--- src/rtl/core/rtb_pkg.sv ---
// Shared types, constants and decode functions for the ranging timing budget calculator.
// Used by rtb_div and ranging_timing_budget_calc; depends on nothing else.
package rtb_pkg;

  // Value widths
  localparam int MNS_W = 20;               // macro period in ns, at most 968532
  localparam int US_W  = 23;               // any 32-bit value divided by 1000
  localparam int DIV_W = 32;               // dividend and quotient width
  localparam int DIV_CNT_W = $clog2(DIV_W);

  // Macro period: (2304 * 1655 * period + 500) / 1000
  localparam logic [31:0] MNS_SCALE = 32'(2304 * 1655);
  localparam logic [31:0] MNS_ROUND = 32'd500;
  localparam logic [31:0] US_PER_MS = 32'd1000;

  // floor(x / 1000) == (x * RECIP_1000) >> RECIP_SHIFT for every 32-bit x
  localparam logic [31:0] RECIP_1000  = 32'd274877907;
  localparam int          RECIP_SHIFT = 38;

  // Overheads in microseconds
  localparam logic [31:0] GET_START_OVH = 32'd1910;
  localparam logic [31:0] SET_START_OVH = 32'd1320;
  localparam logic [31:0] END_OVH       = 32'd960;
  localparam logic [31:0] MSRC_OVH      = 32'd660;
  localparam logic [31:0] TCC_OVH       = 32'd590;
  localparam logic [31:0] DSS_OVH       = 32'd690;
  localparam logic [31:0] PRE_OVH       = 32'd660;
  localparam logic [31:0] FINAL_OVH     = 32'd550;
  localparam logic [31:0] MIN_BUDGET    = 32'd20000;
  localparam logic [31:0] MANT_CLEAR_MASK = 32'hFFFF_FF00;

  // Step enable bit positions
  localparam int EN_MSRC  = 2;
  localparam int EN_DSS   = 3;
  localparam int EN_TCC   = 4;
  localparam int EN_PRE   = 6;
  localparam int EN_FINAL = 7;

  typedef struct packed {
    logic             start;
    logic [DIV_W-1:0] dividend;
    logic [MNS_W-1:0] divisor;
  } div_req_t;

  typedef struct packed {
    logic             busy;
    logic             done;
    logic [DIV_W-1:0] quotient;
  } div_rsp_t;

  // Pulse period in clocks: ((code + 1) * 2) mod 256
  function automatic logic [7:0] pulse_period(input logic [7:0] code);
    logic [7:0] c1;
    c1 = code + 8'd1;
    return {c1[6:0], 1'b0};
  endfunction

  // Timeout decode: ((mant << exp) mod 2^16) + 1, zero shift result for exp >= 16
  function automatic logic [15:0] unpack_timeout(input logic [15:0] code);
    logic [15:0] v;
    if (code[15:8] < 8'd16) begin
      v = {8'd0, code[7:0]} << code[11:8];
    end else begin
      v = '0;
    end
    return v + 16'd1;
  endfunction

endpackage

--- src/rtl/core/rtb_div.sv ---
// Iterative restoring divider, one quotient bit per cycle.
// Depends on rtb_pkg for widths and request/response structs.
module rtb_div
  import rtb_pkg::*;
(
  input  logic     clk,
  input  logic     rst_n,
  input  div_req_t req,
  output div_rsp_t rsp
);

  logic                 busy_r;
  logic                 done_r;
  logic [DIV_CNT_W-1:0] cnt_r;
  logic [MNS_W-1:0]     rem_r;
  logic [DIV_W-1:0]     quo_r;
  logic [MNS_W-1:0]     dvs_r;

  logic [MNS_W:0] rem_sh;
  logic [MNS_W:0] rem_diff;
  logic           fits;

  // A zero divisor always fits, so the quotient comes out as all ones
  assign rem_sh   = {rem_r, quo_r[DIV_W-1]};
  assign fits     = rem_sh >= {1'b0, dvs_r};
  assign rem_diff = rem_sh - {1'b0, dvs_r};

  always_ff @(posedge clk) begin
    if (!rst_n) begin
      busy_r <= 1'b0;
      done_r <= 1'b0;
      cnt_r  <= '0;
    end else begin
      done_r <= 1'b0;
      if (req.start) begin
        busy_r <= 1'b1;
        cnt_r  <= '0;
      end else if (busy_r) begin
        cnt_r <= cnt_r + 1'b1;
        if (cnt_r == DIV_CNT_W'(DIV_W - 1)) begin
          busy_r <= 1'b0;
          done_r <= 1'b1;
        end
      end
    end
  end

  always_ff @(posedge clk) begin
    if (req.start) begin
      rem_r <= '0;
      quo_r <= req.dividend;
      dvs_r <= req.divisor;
    end else if (busy_r) begin
      rem_r <= fits ? rem_diff[MNS_W-1:0] : rem_sh[MNS_W-1:0];
      quo_r <= {quo_r[DIV_W-2:0], fits};
    end
  end

  assign rsp.busy     = busy_r;
  assign rsp.done     = done_r;
  assign rsp.quotient = quo_r;

endmodule

--- src/rtl/core/ranging_timing_budget_calc.sv ---
// Ranging timing budget calculator: get or set the measurement timing budget.
// A get, or a set that writes nothing, goes from the sum straight to the result; a set that
// encodes a new final timeout also runs the 32-step divider and up to 8 normalising
// shifts. One item at a time; in_stall is high during reset and from the transfer until the
// result is registered. Synchronous active-low reset returns the sequencer to idle and empties
// the output register. Depends on rtb_pkg and rtb_div; the multiplications share one multiply-add unit.
module ranging_timing_budget_calc
  import rtb_pkg::*;
(
  input  logic        clk,
  input  logic        rst_n,

  input  logic        in_valid,
  output logic        in_stall,
  input  logic        in_opcode,
  input  logic [7:0]  in_step_enables,
  input  logic [7:0]  in_pre_period_code,
  input  logic [7:0]  in_final_period_code,
  input  logic [7:0]  in_short_step_timeout,
  input  logic [15:0] in_pre_timeout_code,
  input  logic [15:0] in_final_timeout_code_in,
  input  logic [31:0] in_requested_budget_us,

  output logic        out_valid,
  input  logic        out_stall,
  output logic [31:0] out_budget_us,
  output logic        out_accepted,
  output logic [15:0] out_new_final_timeout_code,
  output logic        out_write_final_timeout
);

  localparam int SUM_STEPS = 8;

  typedef enum logic [4:0] {
    S_IDLE,
    S_MNS_PRE_A, S_MNS_PRE_B,
    S_MNS_FIN_A, S_MNS_FIN_B,
    S_SHORT_A,   S_SHORT_B,
    S_PRE_A,     S_PRE_B,
    S_FIN_A,     S_FIN_B,
    S_SUM,
    S_DECIDE,
    S_SCALE,
    S_DIV_GO,
    S_DIV_WAIT,
    S_PACK,
    S_DONE
  } state_t;

  state_t      state_r;
  logic [2:0]  sum_cnt_r;

  // Item fields
  logic        op_r;
  logic        tcc_r, dss_r, msrc_r, pre_r, fin_r;
  logic [7:0]  pre_p_r, fin_p_r;
  logic [8:0]  short_mclks_r;
  logic [15:0] pre_mclks_r, fin_mclks_r;
  logic [31:0] req_r;

  // Intermediate values
  logic [63:0]      prod_r;
  logic [MNS_W-1:0] mns_pre_r, mns_fin_r;
  logic [US_W-1:0]  short_us_r, pre_us_r, fin_us_r;
  logic [31:0]      total_r;
  logic [15:0]      mant_r;
  logic [3:0]       ex_r;
  logic [31:0]      res_budget_r;
  logic             res_acc_r, res_wr_r;

  // Output register
  logic        out_valid_r;
  logic [31:0] out_total_r;
  logic        out_accepted_r;
  logic [15:0] out_code_r;
  logic        out_write_r;
  logic        out_load;

  // Shared multiply-add unit
  logic [31:0] mul_a, mul_b, mul_c;
  logic [63:0] mul_p;

  logic [31:0] addend;
  logic        req_ok, room, go_div, acc_nxt;
  logic [15:0] mcount;
  logic        mant_over;

  div_req_t div_req;
  div_rsp_t div_rsp;

  rtb_div u_div (
    .clk   (clk),
    .rst_n (rst_n),
    .req   (div_req),
    .rsp   (div_rsp)
  );

  assign div_req.start    = (state_r == S_DIV_GO);
  assign div_req.dividend = prod_r[31:0];
  assign div_req.divisor  = mns_fin_r;

  always_comb begin
    mul_a = '0;
    mul_b = '0;
    mul_c = '0;
    case (state_r)
      S_MNS_PRE_A: begin
        mul_a = 32'(pre_p_r);
        mul_b = MNS_SCALE;
        mul_c = MNS_ROUND;
      end
      S_MNS_FIN_A: begin
        mul_a = 32'(fin_p_r);
        mul_b = MNS_SCALE;
        mul_c = MNS_ROUND;
      end
      S_SHORT_A: begin
        mul_a = 32'(short_mclks_r);
        mul_b = 32'(mns_pre_r);
        mul_c = 32'(mns_pre_r >> 1);
      end
      S_PRE_A: begin
        mul_a = 32'(pre_mclks_r);
        mul_b = 32'(mns_pre_r);
        mul_c = 32'(mns_pre_r >> 1);
      end
      S_FIN_A: begin
        mul_a = 32'(fin_mclks_r);
        mul_b = 32'(mns_fin_r);
        mul_c = 32'(mns_fin_r >> 1);
      end
      S_MNS_PRE_B, S_MNS_FIN_B, S_SHORT_B, S_PRE_B, S_FIN_B: begin
        // divide the wrapped 32-bit value by 1000
        mul_a = prod_r[31:0];
        mul_b = RECIP_1000;
      end
      S_SCALE: begin
        mul_a = total_r;
        mul_b = US_PER_MS;
        mul_c = 32'(mns_fin_r >> 1);
      end
      default: begin
        mul_a = '0;
      end
    endcase
  end

  assign mul_p = mul_a * mul_b;

  // One step of the budget sum per cycle
  always_comb begin
    addend = '0;
    case (sum_cnt_r)
      3'd0: addend = tcc_r ? 32'(short_us_r) : '0;
      3'd1: addend = tcc_r ? TCC_OVH : '0;
      3'd2: addend = dss_r ? 32'({short_us_r, 1'b0}) : (msrc_r ? 32'(short_us_r) : '0);
      3'd3: addend = dss_r ? {DSS_OVH[30:0], 1'b0} : (msrc_r ? MSRC_OVH : '0);
      3'd4: addend = pre_r ? 32'(pre_us_r) : '0;
      3'd5: addend = pre_r ? PRE_OVH : '0;
      3'd6: addend = (fin_r && !op_r) ? 32'(fin_us_r) : '0;
      3'd7: addend = fin_r ? FINAL_OVH : '0;
      default: addend = '0;
    endcase
  end

  assign req_ok  = req_r >= MIN_BUDGET;
  assign room    = total_r <= req_r;
  assign go_div  = op_r && req_ok && fin_r && room;
  assign acc_nxt = !op_r || (req_ok && (!fin_r || room));

  assign mcount    = div_rsp.quotient[15:0] + (pre_r ? pre_mclks_r : 16'd0);
  assign mant_over = (32'(mant_r) & MANT_CLEAR_MASK) != '0;

  assign out_load = (state_r == S_DONE) && (!out_valid_r || !out_stall);

  // Sequencer and output register
  always_ff @(posedge clk) begin
    if (!rst_n) begin
      state_r     <= S_IDLE;
      sum_cnt_r   <= '0;
      out_valid_r <= 1'b0;
    end else begin
      if (out_load) begin
        out_valid_r <= 1'b1;
      end else if (!out_stall) begin
        out_valid_r <= 1'b0;
      end
      case (state_r)
        S_IDLE:      if (in_valid) state_r <= S_MNS_PRE_A;
        S_MNS_PRE_A: state_r <= S_MNS_PRE_B;
        S_MNS_PRE_B: state_r <= S_MNS_FIN_A;
        S_MNS_FIN_A: state_r <= S_MNS_FIN_B;
        S_MNS_FIN_B: state_r <= S_SHORT_A;
        S_SHORT_A:   state_r <= S_SHORT_B;
        S_SHORT_B:   state_r <= S_PRE_A;
        S_PRE_A:     state_r <= S_PRE_B;
        S_PRE_B:     state_r <= S_FIN_A;
        S_FIN_A:     state_r <= S_FIN_B;
        S_FIN_B: begin
          state_r   <= S_SUM;
          sum_cnt_r <= '0;
        end
        S_SUM: begin
          sum_cnt_r <= sum_cnt_r + 1'b1;
          if (sum_cnt_r == 3'(SUM_STEPS - 1)) state_r <= S_DECIDE;
        end
        S_DECIDE:    state_r <= go_div ? S_SCALE : S_DONE;
        S_SCALE:     state_r <= S_DIV_GO;
        S_DIV_GO:    state_r <= S_DIV_WAIT;
        S_DIV_WAIT: begin
          if (div_rsp.done) state_r <= (mcount == '0) ? S_DONE : S_PACK;
        end
        S_PACK:      if (!mant_over) state_r <= S_DONE;
        S_DONE: begin
          if (out_load) begin
            out_total_r    <= res_budget_r;
            out_accepted_r <= res_acc_r;
            out_code_r     <= res_wr_r ? {4'd0, ex_r, mant_r[7:0]} : '0;
            out_write_r    <= res_wr_r;
            state_r        <= S_IDLE;
          end
        end
        default:     state_r <= S_IDLE;
      endcase
    end
  end

  // Datapath registers
  always_ff @(posedge clk) begin
    prod_r <= mul_p + {32'd0, mul_c};
    case (state_r)
      S_IDLE: begin
        if (in_valid) begin
          op_r          <= in_opcode;
          tcc_r         <= in_step_enables[EN_TCC];
          dss_r         <= in_step_enables[EN_DSS];
          msrc_r        <= in_step_enables[EN_MSRC];
          pre_r         <= in_step_enables[EN_PRE];
          fin_r         <= in_step_enables[EN_FINAL];
          pre_p_r       <= pulse_period(in_pre_period_code);
          fin_p_r       <= pulse_period(in_final_period_code);
          short_mclks_r <= {1'b0, in_short_step_timeout} + 9'd1;
          pre_mclks_r   <= unpack_timeout(in_pre_timeout_code);
          fin_mclks_r   <= unpack_timeout(in_final_timeout_code_in);
          req_r         <= in_requested_budget_us;
          total_r       <= (in_opcode ? SET_START_OVH : GET_START_OVH) + END_OVH;
        end
      end
      S_MNS_PRE_A: begin
        // final count excludes the pre-range periods
        if (pre_r) fin_mclks_r <= fin_mclks_r - pre_mclks_r;
      end
      S_MNS_FIN_A: mns_pre_r  <= prod_r[RECIP_SHIFT +: MNS_W];
      S_SHORT_A:   mns_fin_r  <= prod_r[RECIP_SHIFT +: MNS_W];
      S_PRE_A:     short_us_r <= prod_r[RECIP_SHIFT +: US_W];
      S_FIN_A:     pre_us_r   <= prod_r[RECIP_SHIFT +: US_W];
      S_SUM: begin
        // the final-range product stays in prod_r only on the first sum step
        if (sum_cnt_r == '0) fin_us_r <= prod_r[RECIP_SHIFT +: US_W];
        total_r <= total_r + addend;
      end
      S_DECIDE: begin
        res_budget_r <= op_r ? '0 : total_r;
        res_acc_r    <= acc_nxt;
        res_wr_r     <= go_div;
        total_r      <= req_r - total_r;
        mant_r       <= '0;
        ex_r         <= '0;
      end
      S_DIV_WAIT: begin
        if (div_rsp.done) mant_r <= (mcount == '0) ? '0 : mcount - 16'd1;
      end
      S_PACK: begin
        if (mant_over) begin
          mant_r <= mant_r >> 1;
          ex_r   <= ex_r + 1'b1;
        end
      end
      default: begin
      end
    endcase
  end

  assign in_stall                   = !rst_n || (state_r != S_IDLE);
  assign out_valid                  = out_valid_r;
  assign out_budget_us              = out_total_r;
  assign out_accepted               = out_accepted_r;
  assign out_new_final_timeout_code = out_code_r;
  assign out_write_final_timeout    = out_write_r;

  a_write_implies_accept : assert property (@(posedge clk) disable iff (!rst_n)
    out_valid_r && out_write_r |-> out_accepted_r && (out_total_r == '0))
    else $error("timeout write without accepted set");

  a_div_only_in_wait : assert property (@(posedge clk) disable iff (!rst_n)
    div_rsp.busy |-> state_r == S_DIV_WAIT)
    else $error("divider busy outside wait state");

  a_pack_bound : assert property (@(posedge clk) disable iff (!rst_n)
    state_r == S_PACK |-> ex_r <= 4'd8)
    else $error("normalising exponent out of range");

  a_transfer_starts : assert property (@(posedge clk) disable iff (!rst_n)
    in_valid && !in_stall |=> state_r == S_MNS_PRE_A)
    else $error("input transfer did not start the sequence");

endmodule
--- config.mk ---
export PLATFORM = sky130hd
export DESIGN_NAME = ranging_timing_budget_calc
export DESIGN_NICKNAME = d
export VERILOG_FILES = /design/src/rtl/core/rtb_pkg.sv /design/src/rtl/core/rtb_div.sv /design/src/rtl/core/ranging_timing_budget_calc.sv
export SDC_FILE = /design/constraint.sdc
export NUM_CORES = 2
export LEC_CHECK = 0
export BUFFER_PORTS_ARGS = -buffer_cell sky130_fd_sc_hd__buf_2
export CAP_MARGIN = 20
export CELL_PAD_IN_SITES_DETAIL_PLACEMENT = 1
export CELL_PAD_IN_SITES_GLOBAL_PLACEMENT = 1
export CORE_MARGIN = 2
export CORE_UTILIZATION = 40
export DETAILED_ROUTE_END_ITERATION = 16
export PLACE_DENSITY = 0.69
export SLEW_MARGIN = 40
export SYNTH_ARGS = -nofsm -noshare
export SYNTH_HDL_FRONTEND = slang
export SYNTH_SLANG_ARGS = --single-unit
--- constraint.sdc ---
create_clock -name clk -period 20.4 [get_ports clk]
set_input_delay 1.02 -clock clk [delete_from_list [all_inputs] [get_ports clk]]
set_output_delay 1.02 -clock clk [all_outputs]
set_load 0.05 [all_outputs]
After elaboration in Yosys (flattened, before gate mapping)
Index checks and enable logic that the tools add are counted.
{"block": "op_classes", "n_addsub": 16, "multipliers": 1, "magnitude_cmp": 5, "eq_ne": 33, "shifts": 2, "n_mux": 51, "bitwise_logic": 2, "n_reduce_logical": 40}
{"cell": "one-hot mux 32 bit (8 select lines)", "n": 1}
{"cell": "one-hot mux 32 bit (7 select lines)", "n": 1}
{"cell": "2-to-1 mux 16 bit", "n": 12}
{"cell": "one-hot mux 29 bit (5 select lines)", "n": 1}
{"cell": "2-to-1 mux 32 bit", "n": 3}
{"cell": "one-hot mux 32 bit (3 select lines)", "n": 1}
{"cell": "2-to-1 mux 23 bit", "n": 4}
{"cell": "one-hot mux 5 bit (18 select lines)", "n": 1}
{"cell": "adder 61 x 19 -> 61 bit", "n": 1}
{"cell": "multiplier 32 x 29 -> 61 bit", "n": 1}
{"cell": "one-hot mux 19 bit (3 select lines)", "n": 1}
{"cell": "2-to-1 mux 10 bit", "n": 5}
{"cell": "one-hot mux 16 bit (3 select lines)", "n": 1}
{"cell": "equality test 5 x 4 -> 1 bit, second input constant", "n": 8}
{"cell": "adder 16 x 1 -> 16 bit, second input constant", "n": 2}
{"cell": "adder 32 bit", "n": 1}
{"cell": ">= comparator 32 x 15 -> 1 bit, second input constant", "n": 1}
{"cell": "<= comparator 32 bit", "n": 1}
{"cell": "one-hot mux 16 bit (2 select lines)", "n": 1}
{"cell": "nonzero test 32 bit", "n": 1}
{"cell": "<< shifter 8 x 4 -> 16 bit", "n": 2}
{"cell": "subtractor 32 bit", "n": 1}
{"cell": "2-to-1 mux 5 bit", "n": 6}
{"cell": "2-to-1 mux 24 bit", "n": 1}
{"cell": "other kinds (43)", "n": 92}
{"block": "totals", "regBits": 487, "input_bits": 101, "output_inout_bits": 52}

Longest topological paths before layout
{"block": "depth", "ltp_word": 7, "depth_mapped": 38, "mapped_depth_nobuf": 35}

Cells and area by module
A second synthesis with hierarchy kept.
{"block": "unflattened", "hier_cells": 5048, "area_unflattened_um2": 50175.6}
{"mod": "ranging_timing_budget_calc", "n_inst": 1, "cells_per_inst": 4643, "area_per_inst_um2": 45771.4, "seq_area_each_um2": 11310.8}
{"mod": "rtb_div", "n_inst": 1, "cells_per_inst": 405, "area_per_inst_um2": 4404.2, "seq_area_each_um2": 2102.0}

Worst setup path after synthesis
OpenSTA, ideal clock, no wires.
{"block": "synth_timing", "path_type": "register -> register", "from": "register state_r[0]", "to": "register prod_r[53]", "setup_time_ns": 0.129, "arrival_ns": 9.121, "required_time_ns": 20.271, "path_slack_ns": 11.151, "stages_incl_launch_ff": 32, "path_buffers": 3, "period_less_slack_ns": 9.249, "cell_sequence": "dfxtp_1 clkbuf_1 nand2_1 nor2_1 clkbuf_1 buf_1 a211oi_1 nor2_1 fa_1 fa_1 inv_1 fa_1 fa_1 inv_1 fa_1 fa_1 fa_1 inv_1 fa_1 inv_1 ha_1 a21o_1 a2111oi_0 o21ai_1 o21ai_0 o221ai_1 a21oi_2 o221ai_2 a211oi_1 nand3b_1 o21ai_1 xor2_1"}
{"block": "synth_between", "elab_chain_cells": 5}
{"element": "start: declaration", "line_no": "ranging_timing_budget_calc.sv:50", "source": "state_t state_r;"}
{"element": "start signal: assignment", "line_no": "ranging_timing_budget_calc.sv:207", "source": "S_DECIDE: state_r <= go_div ? S_SCALE : S_DONE;"}
{"element": "start signal: assignment", "line_no": "ranging_timing_budget_calc.sv:211", "source": "if (div_rsp.done) state_r <= (mcount == '0) ? S_DONE : S_PACK;"}
{"element": "equality test 5 x 4 -> 1 bit, or another cell as far along", "line_no": "ranging_timing_budget_calc.sv:106", "source": "case (state_r)"}
{"element": "OR reduction 5 bit / OR reduction 2 bit (equally long branches)"}
{"element": "one-hot mux 32 bit (7 select lines) / one-hot mux 29 bit (5 select lines) (equally long branches)", "line_no": "ranging_timing_budget_calc.sv:106"}
{"element": "multiplier 32 x 29 -> 61 bit", "line_no": "ranging_timing_budget_calc.sv:148", "source": "assign mul_p = mul_a * mul_b;"}
{"element": "adder 61 x 19 -> 61 bit (*)", "line_no": "ranging_timing_budget_calc.sv:230", "source": "prod_r <= mul_p + {32'd0, mul_c};"}
{"element": "end signal: assignment", "line_no": "ranging_timing_budget_calc.sv:230"}
{"element": "end: declaration", "line_no": "ranging_timing_budget_calc.sv:62", "source": "logic [63:0] prod_r;"}
Every way passes the cells marked *; elsewhere a longest branch is shown, timed or not.
A chain may end at the register's enable or synchronous reset.

Final worst setup path
{"block": "layout_timing", "from": "register state_r[0]", "to": "register prod_r[57]"}
Same word-level chain as after synthesis.

==> flow_summary.json <==
{
  "cp.required_ps": 20940,
  "worst_pin_slew_ps": 913,
  "rsz0062_at_grt": "false",
  "reg2reg_setup_slack_ps": 9070,
  "ys_warn_count": 0,
  "core_sq_um": 124000,
  "slew-limit-headroom_pct": 39.1,
  "syn_to_final_growth_pct": 10.5,
  "post_cts_buffers": 0,
  "critPathMaxFanout": 29,
  "critPathArrivalTime_ps": 11870,
  "grt_overflow": 0,
  "fin_nets": 6545,
  "clkTransAtPathRegs_ps": 70,
  "clockBufferDepth": 3,
  "ys_seq_area_share_pct": 26.9,
  "totalWireLength_microns": 159000,
  "r2r.worst_path.cells": 32,
  "htree_levels": 2,
  "die_area_sq_um": 128000,
  "grt_pass1_vias": 40500,
  "cp_slowest_cell": "nor2_4",
  "synth_ff_type": "edfxtp_1",
  "boundaryPins": 153,
  "vias_per_cell": 5.30,
  "std_cell_rows": 129,
  "drtIter0Drc": 2553,
  "hold_depth": 0,
  "cts.sinks": 477,
  "finClkSkew_ps": 19.0,
  "hold_path.class": "reg2reg",
  "synth_cells": 5111,
  "finalSetupViolCount": 0,
  "fin_ws_ps": 9070,
  "insertion_delay_ps": 620,
  "rr_endpoint": "prod_r[57]$_DFF_P_",
  "critPathKind": "reg2reg",
  "post-route-period-util_pct": 55.6,
  "crit_top_cell": "fa_1",
  "async_flop_share_pct": 0,
  "cts_resized": 0,
  "fmax_mhz": 88.2,
  "fin_hold_ws_ps": 422,
  "vias": 37300,
  "avgRoutedWirePerCell_microns": 22.5,
  "hpwl_microns": 130000,
  "syn_area_per_cell_sq_um": 9.76,
  "yosys.cell_types.count": 94,
  "crit_path_end_kind": "flip-flop",
  "dpl_worst_slack_ps": 9090,
  "cap_violations": 0,
  "worst_path_largest_cell_delay_ps": 730,
  "gp_congestion": 0.920,
  "io_buffers": 143,
  "grt_pass1_wl_microns": 245000,
  "fp.dieW_microns": 357,
  "final.min_clock_period_ps": 11330,
  "synth_area_sq_um": 49900,
  "drt_pre_antenna_iters": 6,
  "cts-root-buf": "clkbuf_16",
  "setup_tns_ps": 0,
  "synth_seq_cells": 477,
  "antenna_found_initial": 6,
  "ant_nets": 0,
  "cp-start-kind": "flip-flop",
  "cts_tree": "yes",
  "synth-edff-count": 386,
  "hold_buffers": 0,
  "drive_gt1_share_pct": 7.04,
  "hold_end": "out_budget_us[21]$_DFFE_PP_",
  "worstHoldStart": "res_budget_r[21]$_SDFFCE_PP0P_",
  "status": "completed",
  "initial_core_util_pct": 40.3,
  "finalHoldViolations": 0,
  "die_height_microns": 357,
  "drc": 0,
  "cts_buffers": 53,
  "grt_usage_pct": 25.4,
  "r2r-start": "state_r[0]$_SDFFE_PN0P_",
  "grt_max_degree": 61,
  "slew_violations": 0
}
==> metrics by stage <==
step | std cells | cell area, sq um | utilization (%)
floorplan | 5250 | 50400 | -
global placement | 6929 | 53100 | 43.0
detailed placement | 6936 | 53200 | 43.0
CTS | 7034 | 55100 | 44.6
global route | 7036 | 55100 | 44.6
finish | 7038 | 55100 | 44.6
==> state kept, by name, indices dropped and copies added (netlist names), 20 cells and up <==
name	flops
res_budget_r	32
total_r	32
u_div.dvs_r	20
mns_pre_r	20
short_us_r	23
mns_fin_r	20
out_budget_us	32
pre_us_r	23
req_r	32
u_div.rem_r	20
u_div.quo_r	32
fin_us_r	23
prod_r	55
==> worst max-delay path, delay by kind of cell, from the launching register on <==
kind	cells	cell delay, ps
adders and majority gates	9	4160
and+or+nand+nor	6	2440
AOI/OAI and AO/OA	10	2960
DFF	1	690
buffers and inverters	6	810
xor gates and xnor gates	1	150
==> area by class of cell <==
cell class	count	area, sq um
clock buffers	68	1460
well taps	1637	2050
diodes	3	7.51
fillers	14200	68500
flip-flops and latches	477	13400
multi-input cells	3563	32600
inverters	1048	3930
clock inverters	30	412
repair buffers	212	1250
==> placed cells by master, fill, tap and decap left out, drive strengths merged, types with 14 or more instances in the layout <==
cell | netlist | final
o21a | 22 | 22
a21oi | 175 | 175
or2 | 19 | 19
o22ai | 30 | 30
nor4 | 18 | 18
a31oi | 35 | 35
nor3 | 45 | 45
nor2 | 396 | 396
a211oi | 22 | 22
buf | 26 | 211
a22o | 23 | 23
and3 | 39 | 39
nand2b | 45 | 45
nand3 | 66 | 66
xnor2 | 101 | 101
clkinv | 1 | 16
dfxtp | 91 | 91
o21bai | 20 | 20
a211o | 14 | 14
a222oi | 14 | 14
ha | 414 | 414
a22oi | 34 | 34
a21o | 97 | 97
nand2 | 541 | 541
o21ai | 158 | 158
clkbuf | 136 | 69
nor2b | 29 | 29
mux2i | 29 | 29
a221oi | 17 | 17
edfxtp | 386 | 386
or3 | 19 | 19
fa | 675 | 675
nand4 | 32 | 32
conb | 2 | 141
xor2 | 74 | 74
inv | 1047 | 1050
and2 | 86 | 86
==> logic make-up (layout without fill, tap and decap cells) <==
| logic type | after synthesis | count (layout) | synth area share [%] |
|---|---|---|---|
| buf+inv | 1210 | 1358 | 9.15 |
| fa+ha+maj | 1089 | 1089 | 37.5 |
| mux | 41 | 41 | 0.853 |
| simple gates | 1368 | 1368 | 12.3 |
| compound gates | 749 | 749 | 10.2 |
| xor+xnor | 175 | 175 | 3.07 |
| other cells | 2 | 144 | 0.0151 |
| flops | 477 | 477 | 26.9 |
==> cells in the mapped netlist, types with 22 or more instances <==
cell | number | area share, %
nor2b_1 | 29 | 0.36
o21ai_1 | 32 | 0.32
a22o_1 | 23 | 0.40
xnor2_1 | 101 | 1.8
ha_1 | 414 | 10
o22ai_1 | 30 | 0.38
nand2b_1 | 45 | 0.56
o21ai_0 | 122 | 1.2
a21oi_1 | 171 | 1.7
nand4_1 | 32 | 0.40
a21o_1 | 97 | 1.5
and3_1 | 39 | 0.49
o21a_1 | 22 | 0.33
xor2_1 | 74 | 1.3
nand2_1 | 541 | 4.1
nor2_1 | 396 | 3.0
fa_1 | 675 | 27
inv_1 | 1047 | 7.9
a31oi_1 | 33 | 0.41
and2_1 | 86 | 1.1
edfxtp_1 | 386 | 23
dfxtp_1 | 91 | 3.7
nand3_1 | 65 | 0.65
nor3_1 | 43 | 0.43
a22oi_1 | 34 | 0.51
mux2i_1 | 29 | 0.58
clkbuf_1 | 136 | 1.0
==> layer usage <==
metal / track usage [%] / up-vias / wire length, microns
li1: - / 16900 / -
met1: 33.9 / 19100 / 68300
met2: 42.3 / 970 / 75100
met3: 3.47 / 292 / 8760
met4: 8.59 / 8 / 6440
met5: 0 / - / 48
==> how the worst max path moves through the flow <==
stage                                       start                 end  slack [ps]  cells past startpoint
final                     state_r[0]$_SDFFE_PN0P_  prod_r[57]$_DFF_P_        9070                     32
after global routing      state_r[0]$_SDFFE_PN0P_  prod_r[51]$_DFF_P_        8570                     32
after CTS                 state_r[0]$_SDFFE_PN0P_  prod_r[53]$_DFF_P_        9060                     32
after detailed placement  state_r[0]$_SDFFE_PN0P_  prod_r[53]$_DFF_P_        9090                     32
after global placement    state_r[0]$_SDFFE_PN0P_  prod_r[53]$_DFF_P_        9290                     32
after floorplan           state_r[0]$_SDFFE_PN0P_  prod_r[53]$_DFF_P_       11150                     31
Power is not shown: default switching activity piles up to over one toggle a cycle in this logic, so the estimate is an artifact.
